<file path="config.mk">
export PLATFORM = sky130hd
export DESIGN_NAME = vebp_ctrl
export DESIGN_NICKNAME = d
export VERILOG_FILES = /design/src/rtl/core/vebp_pkg.sv /design/src/rtl/core/vebp_ctrl.sv
export SDC_FILE = /design/constraint.sdc
export NUM_CORES = 1
export LEC_CHECK = 0
export ABC_CLOCK_PERIOD_IN_PS = 7500
export BUFFER_PORTS_ARGS = -buffer_cell sky130_fd_sc_hd__buf_2
export CAP_MARGIN = 10
export CORE_AREA = 2 2 96 98
export CTS_BUF_LIST = sky130_fd_sc_hd__clkbuf_8
export CTS_CLUSTER_SIZE = 10
export DETAILED_ROUTE_END_ITERATION = 10
export DIE_AREA = 0 0 98 100
export MAX_ROUTING_LAYER = met4
export PLACE_DENSITY = 0.71
export RECOVER_POWER = 50
export SYNTH_ARGS = -nofsm -noshare
export SYNTH_HDL_FRONTEND = slang
export SYNTH_SLANG_ARGS = --single-unit
</file>
<file path="constraint.sdc">
create_clock -name i_clk -period 7.5 [get_ports i_clk]
set_input_delay 1.5 -clock i_clk [delete_from_list [all_inputs] [get_ports i_clk]]
set_output_delay 1.5 -clock i_clk [all_outputs]
set_load 0.05 [all_outputs]
</file>
<file path="src/rtl/core/vebp_pkg.sv">
// ----------------------------------------------------------------------------
// vebp_pkg: shared types and constants
// Request/response payloads, controller states, command and status bundles.
// ----------------------------------------------------------------------------
package vebp_pkg;

    localparam int MAX_RESULTS = 32;
    localparam int RES_CNT_W   = 6;

    localparam logic [1:0] KIND_STAGE  = 2'd0;
    localparam logic [1:0] KIND_APPEND = 2'd1;
    localparam logic [1:0] KIND_RETIRE = 2'd2;

    localparam logic [1:0] STAT_OK    = 2'd0;
    localparam logic [1:0] STAT_FULL  = 2'd1;
    localparam logic [1:0] STAT_EMPTY = 2'd2;

    typedef struct packed {
        logic [1:0]  kind;
        logic [1:0]  part_index;
        logic [31:0] part_speed_cap;
        logic [31:0] part_accel;
        logic [31:0] seg_length;
        logic [31:0] blend_half_in;
        logic [31:0] interior_speed_cap;
        logic [31:0] interior_accel;
        logic        stop_before;
    } t_req;

    typedef struct packed {
        logic [1:0]  status;
        logic [4:0]  seg_position;
        logic [31:0] env_interior;
        logic [31:0] env_entry;
        logic        last;
    } t_rsp;

    // one stored segment
    typedef struct packed {
        logic [31:0] length;
        logic [31:0] half_in;
        logic [31:0] cap;
        logic [31:0] accel;
        logic        stop;
        logic [32:0] part_len;
    } t_seg;

    typedef enum logic [3:0] {
        S_IDLE,
        S_APP_MUL,
        S_APP_WR,
        S_APP_EXIT,
        S_APP_PART,
        S_W_RD,
        S_W_LEN,
        S_MUL,
        S_SUM,
        S_SQRT,
        S_MIN,
        S_P_RD,
        S_P_LEN,
        S_EMIT
    } t_state;

    typedef struct packed {
        logic       load_req;
        logic       stage_wr;
        logic       div_mul;
        logic       seg_wr;
        logic       exit_wr;
        logic       part_wr;
        logic       seg_rd;
        logic       part_rd;
        logic       len_int;
        logic       len_part;
        logic       mul;
        logic       sum;
        logic       min_int;
        logic       min_part;
        logic       same_ok;
        logic       enext_clr;
        logic       enext_upd;
        logic       emit_simple;
        logic       emit_walk;
        logic [1:0] emit_status;
        logic       emit_last;
    } t_cmd;

    typedef struct packed {
        logic sqrt_done;
        logic hin_nz;
        logic same;
    } t_sts;

endpackage

</file>
<file path="src/rtl/core/vebp_ctrl.sv">
// ----------------------------------------------------------------------------
// vebp_ctrl: queue and walk sequencer
// Owns head and count, walks newest to oldest and drives datapath commands.
// ----------------------------------------------------------------------------
module vebp_ctrl #(
    parameter int QUEUE_DEPTH = 32,
    parameter int SUB_PARTS   = 4,
    parameter int QAW         = 5,
    parameter int PAW         = 7,
    parameter int KW          = 2,
    parameter int CW          = 6
) (
    input  logic              i_clk,
    input  logic              i_rst_n,
    input  logic              i_start,
    input  vebp_pkg::t_req    i_req,
    input  vebp_pkg::t_sts    i_sts,
    output logic              o_busy,
    output vebp_pkg::t_cmd    o_cmd,
    output logic [QAW-1:0]    o_seg_addr,
    output logic [PAW-1:0]    o_part_addr,
    output logic [KW-1:0]     o_k,
    output logic [4:0]        o_pos
);
    import vebp_pkg::*;

    t_state              r_state, n_state;
    logic [QAW-1:0]      r_head, n_head;
    logic [CW-1:0]       r_count, n_count;
    logic [QAW-1:0]      r_i, n_i;
    logic [KW-1:0]       r_k, n_k;
    logic                r_part, n_part;
    logic [RES_CNT_W-1:0] r_n, n_n;

    logic [QAW-1:0]      tail, prev, cur;
    logic                stop;

    function automatic logic [QAW-1:0] phys(input logic [QAW-1:0] head,
                                            input logic [QAW-1:0] pos);
        logic [QAW:0] s;
        s = {1'b0, head} + {1'b0, pos};
        if (s >= (QAW+1)'(QUEUE_DEPTH)) begin
            s = s - (QAW+1)'(QUEUE_DEPTH);
        end
        return s[QAW-1:0];
    endfunction

    assign tail = phys(r_head, r_count[QAW-1:0]);
    assign prev = phys(r_head, r_count[QAW-1:0] - QAW'(1));
    assign cur  = phys(r_head, r_i);
    assign stop = i_sts.same || (r_i == '0);

    always_ff @(posedge i_clk) begin
        if (!i_rst_n) begin
            r_state <= S_IDLE;
            r_head  <= '0;
            r_count <= '0;
            r_i     <= '0;
            r_k     <= '0;
            r_part  <= 1'b0;
            r_n     <= '0;
        end else begin
            r_state <= n_state;
            r_head  <= n_head;
            r_count <= n_count;
            r_i     <= n_i;
            r_k     <= n_k;
            r_part  <= n_part;
            r_n     <= n_n;
        end
    end

    always_comb begin
        n_state     = r_state;
        n_head      = r_head;
        n_count     = r_count;
        n_i         = r_i;
        n_k         = r_k;
        n_part      = r_part;
        n_n         = r_n;
        o_cmd       = '0;
        o_seg_addr  = cur;
        o_part_addr = PAW'(cur) * PAW'(SUB_PARTS) + PAW'(r_k);
        case (r_state)
            S_IDLE: begin
                if (i_start) begin
                    o_cmd.load_req = 1'b1;
                    case (i_req.kind)
                        KIND_STAGE: begin
                            o_cmd.stage_wr = 1'b1;
                        end
                        KIND_APPEND: begin
                            if (r_count >= CW'(QUEUE_DEPTH)) begin
                                o_cmd.emit_simple = 1'b1;
                                o_cmd.emit_status = STAT_FULL;
                            end else begin
                                n_state = S_APP_MUL;
                            end
                        end
                        KIND_RETIRE: begin
                            o_cmd.emit_simple = 1'b1;
                            if (r_count == '0) begin
                                o_cmd.emit_status = STAT_EMPTY;
                            end else begin
                                o_cmd.emit_status = STAT_OK;
                                n_head  = phys(r_head, QAW'(1));
                                n_count = r_count - CW'(1);
                            end
                        end
                        default: begin
                        end
                    endcase
                end
            end
            S_APP_MUL: begin
                o_cmd.div_mul = 1'b1;
                n_state       = S_APP_WR;
            end
            S_APP_WR: begin
                o_cmd.seg_wr = 1'b1;
                o_seg_addr   = tail;
                n_state      = S_APP_EXIT;
            end
            S_APP_EXIT: begin
                o_cmd.exit_wr = (r_count != '0);
                o_seg_addr    = prev;
                n_k           = '0;
                n_state       = S_APP_PART;
            end
            S_APP_PART: begin
                o_cmd.part_wr = 1'b1;
                o_part_addr   = PAW'(tail) * PAW'(SUB_PARTS) + PAW'(r_k);
                if (r_k == KW'(SUB_PARTS - 1)) begin
                    n_count         = r_count + CW'(1);
                    n_i             = r_count[QAW-1:0];
                    n_n             = '0;
                    o_cmd.enext_clr = 1'b1;
                    n_state         = S_W_RD;
                end else begin
                    n_k = r_k + KW'(1);
                end
            end
            S_W_RD: begin
                o_cmd.seg_rd = 1'b1;
                n_state      = S_W_LEN;
            end
            S_W_LEN: begin
                o_cmd.len_int = 1'b1;
                n_part        = 1'b0;
                n_state       = S_MUL;
            end
            S_MUL: begin
                o_cmd.mul = 1'b1;
                n_state   = S_SUM;
            end
            S_SUM: begin
                o_cmd.sum = 1'b1;
                n_state   = S_SQRT;
            end
            S_SQRT: begin
                if (i_sts.sqrt_done) begin
                    n_state = S_MIN;
                end
            end
            S_MIN: begin
                if (!r_part) begin
                    o_cmd.min_int = 1'b1;
                    o_cmd.same_ok = ((CW+1)'(r_i) + (CW+1)'(2)) < (CW+1)'(r_count);
                    if (i_sts.hin_nz) begin
                        n_k     = KW'(SUB_PARTS - 1);
                        n_state = S_P_RD;
                    end else begin
                        n_state = S_EMIT;
                    end
                end else begin
                    o_cmd.min_part = 1'b1;
                    if (r_k == '0) begin
                        n_state = S_EMIT;
                    end else begin
                        n_k     = r_k - KW'(1);
                        n_state = S_P_RD;
                    end
                end
            end
            S_P_RD: begin
                o_cmd.part_rd = 1'b1;
                n_state       = S_P_LEN;
            end
            S_P_LEN: begin
                o_cmd.len_part = 1'b1;
                n_part         = 1'b1;
                n_state        = S_MUL;
            end
            S_EMIT: begin
                o_cmd.enext_upd = 1'b1;
                if (r_n < RES_CNT_W'(MAX_RESULTS)) begin
                    o_cmd.emit_walk = 1'b1;
                    o_cmd.emit_last = stop || (r_n == RES_CNT_W'(MAX_RESULTS - 1));
                    n_n             = r_n + RES_CNT_W'(1);
                end
                if (stop) begin
                    n_state = S_IDLE;
                end else begin
                    n_i     = r_i - QAW'(1);
                    n_state = S_W_RD;
                end
            end
            default: begin
                n_state = S_IDLE;
            end
        endcase
    end

    assign o_busy = (r_state != S_IDLE);
    assign o_k    = r_k;
    assign o_pos  = 5'(r_i);

endmodule

</file>
# Word level (Yosys, flattened, before mapping)
# Index checks and enable logic that the tools add are counted.
# op_classes
add_sub_neg	18
n_lt_le_gt_ge	7
n_eq_ne	29
mux	66
bitwise	1
n_reduce_logical	20
# ops
operator	n
one-hot mux 4 bit (13 select lines)	1
two-way mux 6 bit	6
greater-or-equal comparator 6 bit, second input constant	5
two-way mux 5 bit	6
subtractor 5 x 1 -> 5 bit, second input constant	6
two-way mux 1 bit	25
== test 4 bit, second input constant	6
two-way mux 4 bit	6
one-hot mux 6 bit (2 select lines)	2
one-hot mux 5 bit (2 select lines)	2
adder 5 x 5 -> 6 bit	3
two-way mux 2 bit	9
== test 4 x 3 -> 1 bit, second input constant	4
inequality test 2 bit, second input constant	8
adder 7 x 2 -> 7 bit	2
adder 6 x 1 -> 6 bit, second input constant	2
two-way mux 3 bit	4
AND reduction 5 bit	2
== test 4 x 2 -> 1 bit, second input constant	2
AND reduction 4 bit	2
two-way mux 7 bit	1
adder 5 x 1 -> 6 bit, second input constant	1
adder 5 x 2 -> 6 bit, second input constant	1
== test 6 x 5 -> 1 bit, second input constant	1
other kinds (25)	34
# word_totals
ff_bits	29
input_bits	203
output_inout_bits	42
elab_cells	148

# Longest topological paths before layout
# Gate-level depths: netlist (run 1).
# logic_depth
word_depth	5
depth_mapped	10
depth_no_buf	9

# Worst setup path after synthesis (run 1)
# No wires, ideal clock.
# synth_path
path_type	input to output
from	input port i_start
to	output port o_cmd[2] (netlist name)
arrival_time_ns	2.957
required_ns	6.000
setup_slack_ns	3.043
cell_stages	4
n_path_buf	1
path_cell_list	and2_1 clkbuf_1 nand2_1 nor2_1
# synth_lines
element	line_no	source
start, declared	vebp_ctrl.sv:15	input logic i_start,
end, declared	vebp_ctrl.sv:19	output vebp_pkg::t_cmd o_cmd,

# Worst setup path in the final report (run 1)
# layout_path
from	register r_count[0]
to	output port o_seg_addr[4]
# layout_between
elab_chain_len	5
elab_cells_between_ends	10
cone_classes	add/sub (5); order compare (2); mux (3)
# layout_rtl
element	line_no	source
start, declared	vebp_ctrl.sv:29	logic [CW-1:0] r_count, n_count;
start signal, assigned	vebp_ctrl.sv:65	r_count <= n_count;
subtractor 5 x 1 -> 5 bit	vebp_ctrl.sv:49	assign prev = phys(r_head, r_count[QAW-1:0] - QAW'(1));
adder 5 x 5 -> 6 bit	vebp_ctrl.sv:41	s = {1'b0, head} + {1'b0, pos};
subtractor 5 x 1 -> 5 bit / greater-or-equal comparator 6 bit (equally long branches)	vebp_ctrl.sv:43, vebp_ctrl.sv:42	
two-way mux 5 bit	vebp_ctrl.sv:42	if (s >= (QAW+1)'(QUEUE_DEPTH)) begin
one-hot mux 5 bit (2 select lines) *	vebp_ctrl.sv:84	case (r_state)
end, declared	vebp_ctrl.sv:20	output logic [QAW-1:0] o_seg_addr,
# Mark *: on every way between the ends. The rest lies on a longest branch, timed or not.

==> results of run 1 <==
-- layout make-up --
class / count / area [µm²]
Multi-Input combinational cell: 288 / 2090
Sequential cell: 29 / 581
Fill cell: 931 / 5660
Inverter: 29 / 109
Clock buffer: 6 / 82.6
Clock inverter: 1 / 3.75
Tap cell: 111 / 139
Timing Repair Buffer: 49 / 230
-- per-stage QoR --
step | power (W) | util | setup slack [ns] | hold WS [ns]
after global placement | 0.000185 | 0.357 | 3.50 | 0.482
after CTS | 0.000317 | 0.367 | 3.13 | 0.501
after global routing | 0.000323 | 0.363 | 2.96 | 0.528
after detailed placement | 0.000186 | 0.357 | 3.46 | 0.491
after floorplan | 0.000178 | - | 3.04 | 0.467
final | 0.000313 | 0.363 | 3.11 | 0.503
-- registers in the layout (all words and copies together), names as in the netlist --
| name | flops |
|---|---|
| r_n | 6 |
| r_head | 5 |
| o_pos | 5 |
| r_part | 1 |
| o_k | 2 |
| r_count | 6 |
| r_state | 4 |
-- power breakdown --
part           switching [W]  internal, W  total [W]  leakage (nW)
combinational      0.0000173   0.00000802  0.0000253          1.20
clock              0.0000593    0.0000713   0.000131        0.0485
sequential        0.00000215     0.000154   0.000157         0.234
total              0.0000788     0.000234   0.000313          1.49
-- worst min-delay path, stage by stage (launching register included) --
cell,delay [ns]
dfxtp_1,0.32
nand2b_1,0.06
a21boi_0,0.06
-- cell usage after synthesis (all sizes together), types with 4 or more instances --
cell	n	share of area
nor3	11	0.019
o21ai	19	0.034
nand2	29	0.040
xor2	13	0.039
xnor2	15	0.045
a21boi	10	0.030
inv	28	0.036
mux2i	6	0.021
clkbuf	5	0.0065
nor2	26	0.034
nand3	11	0.019
fa	4	0.028
ha	35	0.15
a211oi	4	0.012
a21oi	22	0.038
and2	8	0.017
buf	13	0.027
o21a	4	0.010
nor2b	7	0.015
nand2b	11	0.025
and3	6	0.013
dfxtp	29	0.20
a21o	11	0.029
-- cells in the final DEF, fill, tap and decap left out, drive strengths merged, types with 4 or more instances in the layout --
| master | synthesis | final |
|---|---|---|
| dfxtp | 29 | 29 |
| a211oi | 4 | 4 |
| a21oi | 22 | 22 |
| ha | 35 | 35 |
| nand3 | 11 | 11 |
| buf | 13 | 37 |
| inv | 28 | 29 |
| a21o | 11 | 11 |
| clkbuf | 5 | 18 |
| a21boi | 10 | 10 |
| and3 | 6 | 6 |
| o21ai | 19 | 19 |
| and2 | 8 | 8 |
| xnor2 | 15 | 15 |
| o21a | 4 | 4 |
| nor2 | 26 | 26 |
| mux2i | 6 | 6 |
| fa | 4 | 4 |
| nor3 | 11 | 11 |
| xor2 | 13 | 13 |
| nand2 | 29 | 29 |
| nor2b | 7 | 7 |
| nand2b | 11 | 11 |
-- worst max-delay path by stage --
stage,start,to,cells after the start
global route,r_count[0],o_seg_addr[4],10
floorplan,i_start,o_cmd[2],4
finish,r_count[0],o_seg_addr[4],10
global placement,r_count[0],o_seg_addr[4],10
detailed placement,r_count[0],o_seg_addr[4],10
CTS,r_count[0],o_seg_addr[4],10
-- metal layers --
layer  vias up  track usage  share of wire
met1      1281        0.201           0.46
met3        11       0.0265          0.049
met4         0       0.0363          0.014
met2        68        0.264           0.48
met5         -            -              0
li1       1345            -              -
-- cell families (layout without fill, tap and decap cells) --
kind of cell / Yosys count / in the layout / synth area share
adders and majority gates: 39 / 39 / 0.179
muxes: 6 / 6 / 0.0208
buffers and inverters: 47 / 85 / 0.0711
AOI/OAI and AO/OA: 89 / 89 / 0.212
and+or+nand+nor: 126 / 126 / 0.231
xor gates and xnor gates: 28 / 28 / 0.0849
DFF: 29 / 29 / 0.201
==> flow_summary.toml, run 1 <==
[setup_path]
critical_path.top_delay_family = "adder cells"
crit_fanout = 8
critPathCaptureType = "output port"
cpMostUsedCell = "inv_1"
rrSetupSlack_ns = 4.22
timing.rr.start = "r_state[2]"
cp-start-kind = "register"
critPathSlowestCell = "dfxtp_1"
cp.required_ns = 6.00
crit_path_cell_trace = "inv_1 > ha_1 > inv_1 > fa_1 > a21o_1 > a21oi_1 > xnor2_1 > nand3_1 > o221ai_1 > buf_2"
critPathKind = "register to output port"
r2r-end = "r_count[4]"
cp.buffers_inverters = 3
crit_arrival_ns = 2.89
critPathMaxStageDelay_ns = 0.51
reg2reg_depth = 8

[timing]
clock_skew_ns = 0.00707
hold_viol_final = 0
final-setup-viol-count = 0
slew_headroom = 0.249
period_needed_ns = 4.39
tightest_slew_ns = 1.13
post-route-period-util = 0.585
rsz0062_at_grt = "false"
finalSetupTns_ns = 0
slew_violations = 0
fmax_ghz = 0.228

[layout]
area_growth_pct = 11.9
nets = 644
postLayoutCellArea_um2 = 3230
drive_gt1_frac = 0.127
diodes = 0
stdcell_count = 513

[worst_hold_path]
holdCritPathClass = "register to register"
min_path_cells = 2
hold_path_end = "r_n[1]"
worstHoldStart = "r_n[1]"

[global_route]
grt_pass1_wl_um = 12300
grt_max_degree = 27
antenna_found_initial = 0
grt_pass1_vias = 2549
track_usage = 0.158
gr-total-overflow = 0

[power]
peakVddDrop_mv = 0.0804
power_density_nw_per_um2 = 96.7
p_leak_nw = 1.49

[floorplan]
design.core.area_um2 = 8890
dieArea_um2 = 9800
die_h_um = 100
ios = 245
die_w_um = 98
start_util = 0.325
std_cell_rows = 35

[synthesis]
syn_nets = 606
syn_area_um2 = 2890
synth_flop_cell = "dfxtp_1"
synth_edf_count = 0
synth_seq_cells = 29
synthArstFlopShare = 0
yosysUniqueCellTypes = 58
ys_seq_area_frac = 0.201
synth.avg_cell_area_um2 = 7.93
synth_cells = 364
ys_warn_count = 0

[clocking]
cts_resized = 0
clk-insertion-delay-late_ns = 0.28
cts_tree = "done"
clock-sinks = 29
clk_pin_slew_ns = 0.06
htree_num_levels = 2
cts_root_buffer = "clkbuf_8"
cts.path.max_buffers = 2
hold_buffers = 0
cts_buffers = 5
cts_post_setup_buffers_inserted = 0

[route]
drt_wl_total_um = 7510
drc = 0
ant_nets = 0
vias_per_cell = 5.27
dr.pass1.iters = 4
drtIter0Drc = 153
routedWlPerCell_um = 14.6
num_vias = 2705

[placed_design]
port_buffers = 49
dpl.hpwl_um = 5840
placed_area_um2 = 3180
place.gp.congestion = 0.910
placedCellCount = 506

[run]
max_cap_viol_count = 0

[outcome]
status = "completed"
Note: power is estimated with default switching activity, not from simulation.
==> run 2, diff against run 1 <==
ABC_CLOCK_PERIOD_IN_PS = 4450   (was 7500)
CORE_AREA = 2 2 94 96   (was 2 2 96 98)
DIE_AREA = 0 0 96 98   (was 0 0 98 100)
PLACE_DENSITY = 0.73   (was 0.71)
clock period = 4.45 ns   (was 7.5 ns; I/O delays follow)
==> run 2 against run 1 <==
Clock power increased by 90%. Critical endpoint unchanged. Largest power group unchanged. Sequential power increased by 66%. Clock skew decreased by 0.00074 ns.
==> flow_summary.toml, run 2 (synthesized netlist as in run 1, its figures left out) <==
[outcome]
status = "completed"

[worst_hold_path]
worstHoldStart = "r_n[1]"
holdCritPathClass = "register to register"

[clocking]
cts_tree = "done"
clk-insertion-delay-late_ns = 0.29
cts_root_buffer = "clkbuf_8"
htree_num_levels = 2
hold_buffers = 0
cts_resized = 0
cts_buffers = 5
cts.path.max_buffers = 2
clock-sinks = 29
clk_pin_slew_ns = 0.07
cts_post_setup_buffers_inserted = 0

[layout]
final_cell_mix = "buf_2 (37), ha_1 (35), nand2_1 (29), dfxtp_1 (29), inv_1 (28)"
layout_commonest_cell = "buf_2"
diodes = 0
nets = 646
postLayoutCellArea_um2 = 3250
reg_top3 = "r_count x6, r_n x6"
area_growth_pct = 12.7
drive_gt1_frac = 0.138

[power]
internal_power_w = 0.000414
power.clock.fraction = 0.448
peakVddDrop_mv = 0.122
total_power_w = 0.000556
p_comb_frac = 0.083
switching_power_w = 0.000142
p_leak_nw = 1.49
power_frac_seq = 0.469
power_density_nw_per_um2 = 171
p_sw_frac = 0.256

[route]
dr.pass1.iters = 4
ant_nets = 0
drc = 0
vias_per_cell = 5.37
drtIter0Drc = 271
num_vias = 2753
routedWlPerCell_um = 14.7
drt_wl_total_um = 7570

[setup_path]
critPathKind = "register to output port"
cp-startpoint = "r_count[0]"
cp.buffers_inverters = 3
critPathCaptureType = "output port"
critPathMaxStageDelay_ns = 0.52
crit_arrival_ns = 2.88
timing.rr.start = "r_state[2]"
critical_path.top_delay_family = "adder cells"
critPathSlowestCell = "dfxtp_1"
cp-start-kind = "register"
cp.required_ns = 3.56
cpMostUsedCell = "inv_1"
crit_fanout = 8
crit_path_cell_trace = "inv_1 > ha_1 > inv_1 > fa_1 > a21o_1 > a21oi_1 > xnor2_1 > nand3_1 > o221ai_1 > buf_2"

[global_route]
gr-total-overflow = 0
grt_max_degree = 27
grt_pass1_wl_um = 12500
grt_pass1_vias = 2606
antenna_found_initial = 0
track_usage = 0.170

[timing]
post-route-period-util = 0.847
rsz0062_at_grt = "false"
whs_ns = 0.506
layout_setup_ws_ns = 0.679
tightest_slew_ns = 0.668
slew_violations = 0
slew_headroom = 0.551
fmax_ghz = 0.265
period_needed_ns = 3.77
hold_viol_final = 0
final-setup-viol-count = 0
finalSetupTns_ns = 0
clock_skew_ns = 0.00633

[placed_design]
port_buffers = 49
place_ws_ns = 1.02
place.gp.congestion = 0.847
placed_area_um2 = 3190
dpl.hpwl_um = 5890

[floorplan]
die_h_um = 98
ios = 245
design.core.area_um2 = 8470
std_cell_rows = 34
start_util = 0.341
die_w_um = 96
dieArea_um2 = 9410

[run]
max_cap_viol_count = 0
[run 2: worst min-delay path, delay by kind of cell, from the launching register on]
kind	cells	cell delay [ns]
DFF	1	0.32
and+or+nand+nor	1	0.07
AOI/OAI and AO/OA	1	0.07
[run 2: cell type report]
type                       count  area (µm²)
fill                         861        5210
multi-input combinational    288        2080
sequential                    29         581
timing repair buffer          51         245
tap                          108         135
inverter                      29         109
clock buffer                   7        96.3
clock inverter                 1        5.00
[run 2: power by group through the flow]
stage                      logic, W  clock network [W]  registers, W
after global placement    0.0000453                  0      0.000267
after detailed placement  0.0000461                  0      0.000267
after CTS                 0.0000461           0.000252      0.000261
final                     0.0000462           0.000249      0.000261
after floorplan           0.0000334                  0      0.000267
after global routing      0.0000502           0.000262      0.000261
[run 2: path summary, 6_finish.rpt]
kind	cells past startpoint	end	slack (ns)
max	10	o_seg_addr[4]	0.68
min	2	r_n[1]	0.51
max reg2reg	8	r_count[4]	1.19
min reg2reg	2	r_n[1]	0.51
[run 2: layer usage]
layer	GRT usage	vias up	wire (µm)
li1	-	1354	-
met1	0.225	1296	3480
met2	0.269	90	3580
met3	0.0347	13	422
met4	0.0352	0	87
met5	-	-	0
[run 2: per-stage QoR]
| stage | utilization | instances |
|---|---|---|
| after global placement | 0.376 | 505 |
| after detailed placement | 0.376 | 505 |
| after global routing | 0.384 | 513 |
| final | 0.384 | 513 |
| after floorplan | - | 364 |
| after CTS | 0.388 | 513 |
